**src/rtl/tcsp_pkg.sv**
```systemverilog
// tcsp_pkg: shared types, telnet protocol codes and reply byte generation
// for the telnet client stream parser.
// Depends on nothing; used by every module in rtl/.
`timescale 1ns / 1ps
`default_nettype none

package tcsp_pkg;

	// Telnet command codes
	localparam logic [7:0] T_IAC  = 8'd255;
	localparam logic [7:0] T_DONT = 8'd254;
	localparam logic [7:0] T_DO   = 8'd253;
	localparam logic [7:0] T_WONT = 8'd252;
	localparam logic [7:0] T_WILL = 8'd251;
	localparam logic [7:0] T_SB   = 8'd250;
	localparam logic [7:0] T_SE   = 8'd240;

	// Option codes
	localparam logic [7:0] OPT_WINSIZE     = 8'd31;
	localparam logic [7:0] OPT_TTYPE       = 8'd24;
	localparam logic [7:0] OPT_SGA         = 8'd3;
	localparam logic [7:0] OPT_REMOTE_ECHO = 8'd1;

	// Terminal-type subcommands
	localparam logic [7:0] TTYPE_SEND = 8'd1;
	localparam logic [7:0] TTYPE_IS   = 8'd0;

	// Terminal name sent in the TERMINAL-TYPE IS reply
	localparam logic [7:0] CH_A = 8'h41;
	localparam logic [7:0] CH_N = 8'h4E;
	localparam logic [7:0] CH_S = 8'h53;
	localparam logic [7:0] CH_I = 8'h49;

	// Window size register reset values
	localparam logic [15:0] COLS_RESET = 16'd116;
	localparam logic [15:0] ROWS_RESET = 16'd41;

	// Configuration register byte addresses
	localparam logic [2:0] ADDR_COLS = 3'h0;
	localparam logic [2:0] ADDR_ROWS = 3'h4;

	// Byte position within one command's output run (up to 12 bytes)
	typedef logic [3:0] idx_t;

	// Command kinds passed from front to back
	typedef enum logic [1:0] {
		CMD_DATA  = 2'd0,  // one byte to the terminal
		CMD_REPLY = 2'd1,  // IAC verb option
		CMD_NAWS  = 2'd2,  // IAC WILL NAWS plus window size subnegotiation
		CMD_TTYPE = 2'd3   // IAC SB TTYPE IS "ANSI" IAC SE
	} cmd_kind_t;

	typedef struct packed {
		cmd_kind_t   kind;
		logic [7:0]  b0;   // data byte, or reply verb
		logic [7:0]  b1;   // reply option
	} cmd_t;

	// Number of bytes a command expands to
	function automatic idx_t cmd_len(input cmd_kind_t kind);
		idx_t len;
		case (kind)
			CMD_DATA:  len = 4'd1;
			CMD_REPLY: len = 4'd3;
			CMD_NAWS:  len = 4'd12;
			CMD_TTYPE: len = 4'd10;
			default:   len = 4'd1;
		endcase
		return len;
	endfunction

	// Byte at position idx of a command's run
	function automatic logic [7:0] cmd_byte(input cmd_t cmd, input idx_t idx,
			input logic [15:0] cols, input logic [15:0] rows);
		logic [7:0] b;
		b = T_IAC;
		case (cmd.kind)
			CMD_DATA: b = cmd.b0;
			CMD_REPLY: begin
				case (idx)
					4'd0:    b = T_IAC;
					4'd1:    b = cmd.b0;
					default: b = cmd.b1;
				endcase
			end
			CMD_NAWS: begin
				case (idx)
					4'd0:    b = T_IAC;
					4'd1:    b = T_WILL;
					4'd2:    b = OPT_WINSIZE;
					4'd3:    b = T_IAC;
					4'd4:    b = T_SB;
					4'd5:    b = OPT_WINSIZE;
					4'd6:    b = cols[15:8];
					4'd7:    b = cols[7:0];
					4'd8:    b = rows[15:8];
					4'd9:    b = rows[7:0];
					4'd10:   b = T_IAC;
					default: b = T_SE;
				endcase
			end
			CMD_TTYPE: begin
				case (idx)
					4'd0:    b = T_IAC;
					4'd1:    b = T_SB;
					4'd2:    b = OPT_TTYPE;
					4'd3:    b = TTYPE_IS;
					4'd4:    b = CH_A;
					4'd5:    b = CH_N;
					4'd6:    b = CH_S;
					4'd7:    b = CH_I;
					4'd8:    b = T_IAC;
					default: b = T_SE;
				endcase
			end
			default: b = cmd.b0;
		endcase
		return b;
	endfunction

endpackage

`default_nettype wire

```
**src/rtl/tcsp_front.sv**
```systemverilog
// tcsp_front: telnet receive state machine. Classifies each received byte
// and pushes at most one command per byte into the command queue.
// Depends on tcsp_pkg.
`timescale 1ns / 1ps
`default_nettype none

module tcsp_front (
	input  wire logic           clk,
	input  wire logic           arst_n,
	input  wire logic           accept,
	input  wire logic [7:0]     rx_byte,
	output tcsp_pkg::cmd_t      cmd,
	output logic                push
);

	typedef enum logic [5:0] {
		PH_DATA   = 6'b000001,
		PH_IAC    = 6'b000010,
		PH_SUBOPT = 6'b000100,
		PH_OPT    = 6'b001000,
		PH_SUB    = 6'b010000,
		PH_SUBIAC = 6'b100000
	} phase_t;

	phase_t     phase_q, phase_d;
	logic [7:0] verb_q, verb_d;
	logic [7:0] sub_opt_q, sub_opt_d;
	logic [7:0] sub_first_q, sub_first_d;
	logic       sub_has_q, sub_has_d;

	// Reply command for a verb and its option
	function automatic tcsp_pkg::cmd_t answer(input logic [7:0] verb,
			input logic [7:0] opt);
		tcsp_pkg::cmd_t c;
		c.kind = tcsp_pkg::CMD_REPLY;
		c.b1   = opt;
		c.b0   = tcsp_pkg::T_DONT;
		case (verb)
			tcsp_pkg::T_DO: begin
				if (opt == tcsp_pkg::OPT_WINSIZE) begin
					c.kind = tcsp_pkg::CMD_NAWS;
					c.b0   = tcsp_pkg::T_WILL;
				end else if (opt == tcsp_pkg::OPT_TTYPE) begin
					c.b0 = tcsp_pkg::T_WILL;
				end else begin
					c.b0 = tcsp_pkg::T_WONT;
				end
			end
			tcsp_pkg::T_DONT: c.b0 = tcsp_pkg::T_WONT;
			tcsp_pkg::T_WILL: begin
				if (opt == tcsp_pkg::OPT_SGA || opt == tcsp_pkg::OPT_REMOTE_ECHO)
					c.b0 = tcsp_pkg::T_DO;
				else
					c.b0 = tcsp_pkg::T_DONT;
			end
			default: c.b0 = tcsp_pkg::T_DONT;
		endcase
		return c;
	endfunction

	// Next state and command for the accepted byte
	always_comb begin
		phase_d     = phase_q;
		verb_d      = verb_q;
		sub_opt_d   = sub_opt_q;
		sub_first_d = sub_first_q;
		sub_has_d   = sub_has_q;
		push        = 1'b0;
		cmd.kind    = tcsp_pkg::CMD_DATA;
		cmd.b0      = rx_byte;
		cmd.b1      = rx_byte;
		if (accept) begin
			case (phase_q)
				PH_IAC: begin
					if (rx_byte == tcsp_pkg::T_IAC) begin
						push    = 1'b1;
						phase_d = PH_DATA;
					end else if (rx_byte == tcsp_pkg::T_DO || rx_byte == tcsp_pkg::T_DONT ||
							rx_byte == tcsp_pkg::T_WILL || rx_byte == tcsp_pkg::T_WONT) begin
						verb_d  = rx_byte;
						phase_d = PH_OPT;
					end else if (rx_byte == tcsp_pkg::T_SB) begin
						sub_has_d = 1'b0;
						phase_d   = PH_SUBOPT;
					end else begin
						phase_d = PH_DATA;
					end
				end
				PH_SUBOPT: begin
					sub_opt_d = rx_byte;
					sub_has_d = 1'b0;
					phase_d   = PH_SUB;
				end
				PH_OPT: begin
					push    = 1'b1;
					cmd     = answer(verb_q, rx_byte);
					phase_d = PH_DATA;
				end
				PH_SUB: begin
					if (rx_byte == tcsp_pkg::T_IAC) begin
						phase_d = PH_SUBIAC;
					end else if (!sub_has_q) begin
						sub_first_d = rx_byte;
						sub_has_d   = 1'b1;
					end
				end
				PH_SUBIAC: begin
					if (rx_byte == tcsp_pkg::T_SE) begin
						if (sub_opt_q == tcsp_pkg::OPT_TTYPE && sub_has_q &&
								sub_first_q == tcsp_pkg::TTYPE_SEND) begin
							push     = 1'b1;
							cmd.kind = tcsp_pkg::CMD_TTYPE;
						end
						phase_d = PH_DATA;
					end else if (rx_byte == tcsp_pkg::T_IAC) begin
						// doubled IAC counts as a data byte
						if (!sub_has_q) begin
							sub_first_d = tcsp_pkg::T_IAC;
							sub_has_d   = 1'b1;
						end
						phase_d = PH_SUB;
					end else begin
						phase_d = PH_DATA;
					end
				end
				default: begin
					if (rx_byte == tcsp_pkg::T_IAC)
						phase_d = PH_IAC;
					else
						push = 1'b1;
				end
			endcase
		end
	end

	always_ff @(posedge clk or negedge arst_n) begin
		if (!arst_n) begin
			phase_q     <= PH_DATA;
			verb_q      <= '0;
			sub_opt_q   <= '0;
			sub_first_q <= '0;
			sub_has_q   <= 1'b0;
		end else begin
			phase_q     <= phase_d;
			verb_q      <= verb_d;
			sub_opt_q   <= sub_opt_d;
			sub_first_q <= sub_first_d;
			sub_has_q   <= sub_has_d;
		end
	end

	// Verb is always a negotiation verb while waiting for its option
	assert property (@(posedge clk) disable iff (!arst_n)
		phase_q == PH_OPT |-> (verb_q == tcsp_pkg::T_DO || verb_q == tcsp_pkg::T_DONT ||
			verb_q == tcsp_pkg::T_WILL || verb_q == tcsp_pkg::T_WONT))
		else $error("front: bad pending verb");

	// A command is pushed only for an accepted byte
	assert property (@(posedge clk) disable iff (!arst_n) push |-> accept)
		else $error("front: push without transfer");

endmodule

`default_nettype wire

```
**src/rtl/tcsp_queue.sv**
```systemverilog
// tcsp_queue: short command queue between the parser front and the byte
// generating back end.
// Depends on tcsp_pkg.
`timescale 1ns / 1ps
`default_nettype none

module tcsp_queue #(
	parameter int DEPTH = 4
) (
	input  wire logic           clk,
	input  wire logic           arst_n,
	input  wire logic           push,
	input  tcsp_pkg::cmd_t      push_cmd,
	input  wire logic           pop,
	output tcsp_pkg::cmd_t      head,
	output logic                head_valid,
	output logic                full
);

	localparam int AW = (DEPTH > 1) ? $clog2(DEPTH) : 1;
	localparam int CW = $clog2(DEPTH + 1);

	tcsp_pkg::cmd_t entry_q [DEPTH];
	logic [AW-1:0]  wr_ptr_q, rd_ptr_q;
	logic [CW-1:0]  count_q;

	function automatic logic [AW-1:0] next_ptr(input logic [AW-1:0] p);
		return (p == AW'(DEPTH - 1)) ? '0 : p + AW'(1);
	endfunction

	assign head       = entry_q[rd_ptr_q];
	assign head_valid = (count_q != '0);
	assign full       = (count_q == CW'(DEPTH));

	// Storage
	always_ff @(posedge clk) begin
		if (push)
			entry_q[wr_ptr_q] <= push_cmd;
	end

	// Pointers and fill count
	always_ff @(posedge clk or negedge arst_n) begin
		if (!arst_n) begin
			wr_ptr_q <= '0;
			rd_ptr_q <= '0;
			count_q  <= '0;
		end else begin
			if (push)
				wr_ptr_q <= next_ptr(wr_ptr_q);
			if (pop)
				rd_ptr_q <= next_ptr(rd_ptr_q);
			if (push && !pop)
				count_q <= count_q + CW'(1);
			else if (pop && !push)
				count_q <= count_q - CW'(1);
		end
	end

	assert property (@(posedge clk) disable iff (!arst_n) push |-> !full || pop)
		else $error("queue: push while full");

	assert property (@(posedge clk) disable iff (!arst_n) pop |-> head_valid)
		else $error("queue: pop while empty");

endmodule

`default_nettype wire

```
**src/rtl/tcsp_back.sv**
```systemverilog
// tcsp_back: expands queued commands into output bytes, one per cycle while
// out_stall is low, through a registered output stage.
// Depends on tcsp_pkg.
`timescale 1ns / 1ps
`default_nettype none

module tcsp_back (
	input  wire logic           clk,
	input  wire logic           arst_n,
	input  tcsp_pkg::cmd_t      head,
	input  wire logic           head_valid,
	output logic                pop,
	input  wire logic [15:0]    cols,
	input  wire logic [15:0]    rows,
	output logic                out_valid,
	input  wire logic           out_stall,
	output logic [7:0]          out_byte,
	output logic                to_network,
	output logic                run_last
);

	tcsp_pkg::idx_t idx_q;
	logic           out_valid_q;
	logic [7:0]     out_byte_q;
	logic           out_net_q;
	logic           out_last_q;
	logic           load;
	logic           fire;
	logic           last;

	// Output register is free when empty or being taken
	assign load = !out_valid_q || !out_stall;
	assign fire = load && head_valid;
	assign last = (idx_q == tcsp_pkg::cmd_len(head.kind) - 4'd1);
	assign pop  = fire && last;

	always_ff @(posedge clk or negedge arst_n) begin
		if (!arst_n) begin
			out_valid_q <= 1'b0;
			idx_q       <= '0;
		end else if (load) begin
			out_valid_q <= head_valid;
			if (fire)
				idx_q <= last ? '0 : idx_q + 4'd1;
		end
	end

	// Output payload
	always_ff @(posedge clk) begin
		if (fire) begin
			out_byte_q <= tcsp_pkg::cmd_byte(head, idx_q, cols, rows);
			out_net_q  <= (head.kind != tcsp_pkg::CMD_DATA);
			out_last_q <= last;
		end
	end

	assign out_valid  = out_valid_q;
	assign out_byte   = out_byte_q;
	assign to_network = out_net_q;
	assign run_last   = out_last_q;

	// Terminal bytes always close their run
	assert property (@(posedge clk) disable iff (!arst_n)
		out_valid_q && !out_net_q |-> out_last_q)
		else $error("back: terminal byte not last");

	// Mid-run position needs a command at the queue head
	assert property (@(posedge clk) disable iff (!arst_n) idx_q != '0 |-> head_valid)
		else $error("back: run position without command");

endmodule

`default_nettype wire

```
**src/rtl/telnet_client_stream_parser.sv**
```systemverilog
// Telnet client stream parser, top level: configuration registers, parser
// front, command queue and byte generator.
// Depends on tcsp_pkg, tcsp_front, tcsp_queue, tcsp_back.
`timescale 1ns / 1ps
`default_nettype none

// Takes one server byte per cycle while the command queue has room, and gives
// one output byte per cycle while out_stall is low. A byte is accepted in the
// cycle it arrives while the command queue has room, and its first output byte
// goes through the queue entry, then the output register. Plain data bytes flow
// at one per cycle; a negotiation reply occupies the output for its 3 bytes (10
// for the terminal-type reply, 12 for DO NAWS), and the QUEUE_DEPTH-entry
// command queue keeps taking input meanwhile until it is full. Bytes that give
// no output (IAC, verbs, subnegotiation content) take no queue entry. Window
// size registers sit at byte addresses 0 and 4.

module telnet_client_stream_parser #(
	parameter int QUEUE_DEPTH = 4
) (
	input  wire logic        clk,
	input  wire logic        arst_n,
	// server byte channel
	input  wire logic        in_valid,
	output logic             in_stall,
	input  wire logic [7:0]  rx_byte,
	// output byte channel
	output logic             out_valid,
	input  wire logic        out_stall,
	output logic [7:0]       out_byte,
	output logic             to_network,
	output logic             run_last,
	// configuration port
	input  wire logic        psel,
	input  wire logic        penable,
	input  wire logic        pwrite,
	input  wire logic [2:0]  paddr,
	input  wire logic [31:0] pwdata,
	output logic [31:0]      prdata,
	output logic             pready
);

	logic [15:0]    cols_q;
	logic [15:0]    rows_q;
	logic           wr_en;
	logic           accept;
	logic           push;
	logic           pop;
	logic           full;
	logic           head_valid;
	tcsp_pkg::cmd_t push_cmd;
	tcsp_pkg::cmd_t head;

	// Configuration registers
	assign pready = 1'b1;
	assign wr_en  = psel && penable && pwrite;

	always_ff @(posedge clk or negedge arst_n) begin
		if (!arst_n) begin
			cols_q <= tcsp_pkg::COLS_RESET;
			rows_q <= tcsp_pkg::ROWS_RESET;
		end else if (wr_en) begin
			if (paddr == tcsp_pkg::ADDR_COLS)
				cols_q <= pwdata[15:0];
			if (paddr == tcsp_pkg::ADDR_ROWS)
				rows_q <= pwdata[15:0];
		end
	end

	always_comb begin
		case (paddr)
			tcsp_pkg::ADDR_COLS: prdata = {16'h0000, cols_q};
			tcsp_pkg::ADDR_ROWS: prdata = {16'h0000, rows_q};
			default:             prdata = '0;
		endcase
	end

	// Input transfer
	assign in_stall = full;
	assign accept   = in_valid && !full;

	tcsp_front u_front (
		.clk     (clk),
		.arst_n  (arst_n),
		.accept  (accept),
		.rx_byte (rx_byte),
		.cmd     (push_cmd),
		.push    (push)
	);

	tcsp_queue #(
		.DEPTH (QUEUE_DEPTH)
	) u_queue (
		.clk        (clk),
		.arst_n     (arst_n),
		.push       (push),
		.push_cmd   (push_cmd),
		.pop        (pop),
		.head       (head),
		.head_valid (head_valid),
		.full       (full)
	);

	tcsp_back u_back (
		.clk        (clk),
		.arst_n     (arst_n),
		.head       (head),
		.head_valid (head_valid),
		.pop        (pop),
		.cols       (cols_q),
		.rows       (rows_q),
		.out_valid  (out_valid),
		.out_stall  (out_stall),
		.out_byte   (out_byte),
		.to_network (to_network),
		.run_last   (run_last)
	);

endmodule

`default_nettype wire

```
**config.mk**
```make
export PLATFORM = sky130hd
export DESIGN_NAME = telnet_client_stream_parser
export DESIGN_NICKNAME = d
export VERILOG_FILES = /design/src/rtl/tcsp_pkg.sv /design/src/rtl/tcsp_front.sv /design/src/rtl/tcsp_queue.sv /design/src/rtl/tcsp_back.sv /design/src/rtl/telnet_client_stream_parser.sv
export SDC_FILE = /design/constraint.sdc
export NUM_CORES = 1
export LEC_CHECK = 0
export ABC_AREA = 1
export BUFFER_PORTS_ARGS = -buffer_cell sky130_fd_sc_hd__buf_4
export CAP_MARGIN = 30
export CORE_MARGIN = 1.5
export CORE_UTILIZATION = 35
export DETAILED_ROUTE_END_ITERATION = 8
export GPL_TIMING_DRIVEN = 0
export HOLD_SLACK_MARGIN = 0.12
export PLACE_DENSITY_LB_ADDON = 0.3
export SLEW_MARGIN = 20
export SYNTH_ARGS = -nofsm -noshare
export SYNTH_HDL_FRONTEND = slang
export SYNTH_SLANG_ARGS = --single-unit
```
**constraint.sdc**
```tcl
create_clock -name clk -period 4.8 [get_ports clk]
set_clock_uncertainty 0.1 [all_clocks]
set_input_delay 0.96 -clock clk [delete_from_list [all_inputs] [get_ports clk]]
set_output_delay 0.96 -clock clk [all_outputs]
set_load 0.1 [all_outputs]
```
==> results.sh <==
export IMPL_cts_buffers=17
export IMPL_io_buffers=61
export IMPL_drt_pass1_iterations=5
export IMPL_place_gp_congestion=0.854
export IMPL_synth_adder_area_share_pct=2.85
export IMPL_clock_sinks=157
export IMPL_cp_max_fo=10
export IMPL_track_usage_pct=16.9
export IMPL_grt_ovfl_total=0
export IMPL_crit_buf_inv=6
export IMPL_die_w_um=156
export IMPL_ys_ff_latch=157
export IMPL_clk_pin_slew_ns=0.08
export IMPL_min_period_over_period_pct=83.4
export IMPL_hold_violations=0
export IMPL_n_antenna_cell=0
export IMPL_finalNetCount=1117
export IMPL_wirelength_mm=19.6
export IMPL_p_leak_uw=0.00446
export IMPL_synthFlopType="edfxtp_1"
export IMPL_critical_path_class="reg2reg"
export IMPL_num_vias=6428
export IMPL_drtIter0Drc=358
export IMPL_arrival_ns=4.21
export IMPL_viasPerCell=4.67
export IMPL_syn_avg_cell_area_sq_um=8.60
export IMPL_htreeDepth=4
export IMPL_max_freq_ghz=0.250
export IMPL_drv_cap=0
export IMPL_cp_start_kind="flip-flop"
export IMPL_cp_slowest_cell="fa_1"
export IMPL_area_growth_pct=19.5
export IMPL_yosys_area_top_type="edfxtp_1"
export IMPL_die_area_sq_mm=0.0242
export IMPL_final_util_pct=42.8
export IMPL_slowest_delay_ns=0.44
export IMPL_num_fill_cells=2264
export IMPL_synth_cell_types=40
export IMPL_synthCells=948
export IMPL_fin_setup_tns_ns=0
export IMPL_synth_most_common_cell="nand2_1"
export IMPL_crit_path_cell_trace="inv_2 -> clkbuf_1 -> nand2_1 -> a32oi_1 -> inv_1 -> ha_1 -> inv_1 -> o21ai_0 -> xor2_1 -> nand3_1 -> nor2_4 -> inv_1 -> ha_1 -> inv_1 -> fa_1 -> a21oi_1 -> o21ai_0 -> xor2_1"
export IMPL_hold_class="in2async"
export IMPL_synth_edf_count=82
export IMPL_wl_per_cell_um=14.2
export IMPL_grt_max_degree=46
export IMPL_die_height_um=156
export IMPL_synthArstFlopShare_pct=47.8
export IMPL_synthTopCellsByCount="nand2_1, inv_1, edfxtp_1"
export IMPL_crit_family="buffers and inverters"
export IMPL_yosysWarnings=0
export IMPL_io_pins=95
export IMPL_core_sq_mm=0.0228
export IMPL_synth_mux_area_share_pct=0
export IMPL_clock_root_buffer="clkbuf_16"
export IMPL_yosys_area_top_type_share_pct=30.2
export IMPL_netlist_area_sq_mm=0.00816
export IMPL_rsz0062_at_grt="false"
export IMPL_seq_area_frac_synth_pct=53.3
export IMPL_finalSetupViolCount=0
export IMPL_cts_setup_buffers=0
export IMPL_synth_compound_area_share_pct=8.79
export IMPL_ir_drop_mv=0.345
export IMPL_maxSlewHeadroom_pct=56.3
export IMPL_hpwl_mm=14.4
export IMPL_grt_pass1_wl_mm=32.1
export IMPL_yosys_area_share_simple_pct=25.0
export IMPL_worstMarginPinSlew_ns=0.654
export IMPL_placementRows=55
export IMPL_hold_buffers=0
export IMPL_worstSkewPairLatency_ns=0.43
export IMPL_drc=0
export IMPL_critical_path_required_ns=5.01
export IMPL_grt_pass1_vias=6371
export IMPL_synth_top_family_by_area="simple AND/OR/NAND/NOR gates"
export IMPL_endpoint_kind="flip-flop"
export IMPL_cp_common_cell="inv_1"
export IMPL_synth_xor_area_share_pct=0.752
export IMPL_ctsResizeCount=0
export IMPL_synth_area_leaders="edfxtp_1, dfrtp_1, nand2_1"
export IMPL_status="completed"
export IMPL_min_period_ns=4.00
export IMPL_antenna_found_initial=0
export IMPL_initial_core_util_pct=35.8
export IMPL_drive_gt1_share_pct=18.3
export IMPL_cts_buffer_depth=2
export IMPL_antenna_left=0
export IMPL_power_density_mw_per_mm2=583
export IMPL_slew_violations=0
export IMPL_tritoncts="yes"
==> registers in the layout, indices dropped and copies added, names as in the netlist <==
name	count
u_back.to_network	1
rows_q	16
u_front.sub_first_q	8
u_front.sub_opt_q	8
u_queue.wr_ptr_q	2
u_back.out_byte	8
u_back.out_valid	1
u_queue.count_q	3
u_back.run_last	1
u_queue.entry_q	72
u_front.phase_q	6
u_back.idx_q	4
u_front.sub_has_q	1
u_front.verb_q	8
u_queue.rd_ptr_q	2
cols_q	16
==> stage by stage <==
step	hold WS (ns)	cell area [sq um]	std cells	setup slack [ns]	power, uW
4_1_cts	0.368	9740	1374	0.816	5710
6_report	0.367	9750	1375	0.799	5690
3_3_place_gp	0.349	9060	1337	0.847	4320
3_5_place_dp	0.349	9150	1342	0.825	4370
2_1_floorplan	0.333	8210	963	0.802	3730
5_1_grt	0.390	9750	1375	0.455	6060
==> worst paths after layout <==
check,startpoint,cells after the start,slack [ns],endpoint
worst max register to register,u_queue.rd_ptr_q[0],18,0.80,u_queue.count_q[2]
min in group clk,u_front.verb_q[4],2,0.37,u_front.verb_q[4]
worst max-delay path,u_queue.rd_ptr_q[0],18,0.80,u_queue.count_q[2]
worst min-delay path,arst_n,1,0.37,rows_q[2]
worst min register to register,u_front.verb_q[4],2,0.37,u_front.verb_q[4]
max in group asynchronous,arst_n,2,3.59,u_front.phase_q[0]
==> layer usage <==
metal | up-vias | global-route usage (%) | share of wire [%]
li1 | 3255 | - | -
met1 | 3024 | 22.2 | 47
met2 | 137 | 28.5 | 48
met3 | 12 | 3.47 | 4.2
met4 | 0 | 4.63 | 0.96
met5 | - | 0 | 0
==> worst register-to-register path, delay by kind of cell, from the launching register on <==
kind            cells  cell delay [ns]
buf+inv             6             1.00
xor+xnor            2             0.31
simple gates        3             0.46
compound gates      4             0.76
flops               1             0.41
fa+ha+maj           3             0.87
==> cells in the final DEF, fill, tap and decap left out, types with 6 or more instances in the layout <==
| cell type | instances |
|---|---|
| a21oi_1 | 27 |
| buf_2 | 17 |
| buf_4 | 82 |
| buf_6 | 6 |
| clkbuf_1 | 6 |
| clkbuf_16 | 17 |
| conb_1 | 17 |
| dfrtp_1 | 67 |
| dfstp_2 | 8 |
| edfxtp_1 | 82 |
| ha_1 | 17 |
| inv_1 | 112 |
| nand2_1 | 278 |
| nand2_2 | 7 |
| nand3_1 | 80 |
| nand4_1 | 11 |
| nor2_1 | 69 |
| nor2_2 | 10 |
| o21ai_0 | 54 |
| o21ai_1 | 10 |
| o21ai_2 | 12 |
| o22ai_1 | 17 |
==> power by group <==
part	switching, uW	internal, uW
logic	1780	702
registers	119	1760
clock network	630	700
==> final cells by class <==
class	count	area, sq um	share of cell area, %
sequential	157	4350	44.6
multi-input combinational	641	3120	32.0
timing repair buffer	67	546	5.60
inverter	117	439	4.50
clock buffer	17	425	4.36
tap	313	392	4.02
buffer	48	313	3.21
clock inverter	15	165	1.69
==> cells by family after synthesis <==
group / count (synthesis)
AND/OR/NAND/NOR: 473
buffers and inverters: 165
flip-flops: 157
AO/OA/AOI/OAI: 126
adder cells (fa/ha/maj): 18
XOR/XNOR: 7
other: 2
(Power assumes the default switching activity.)
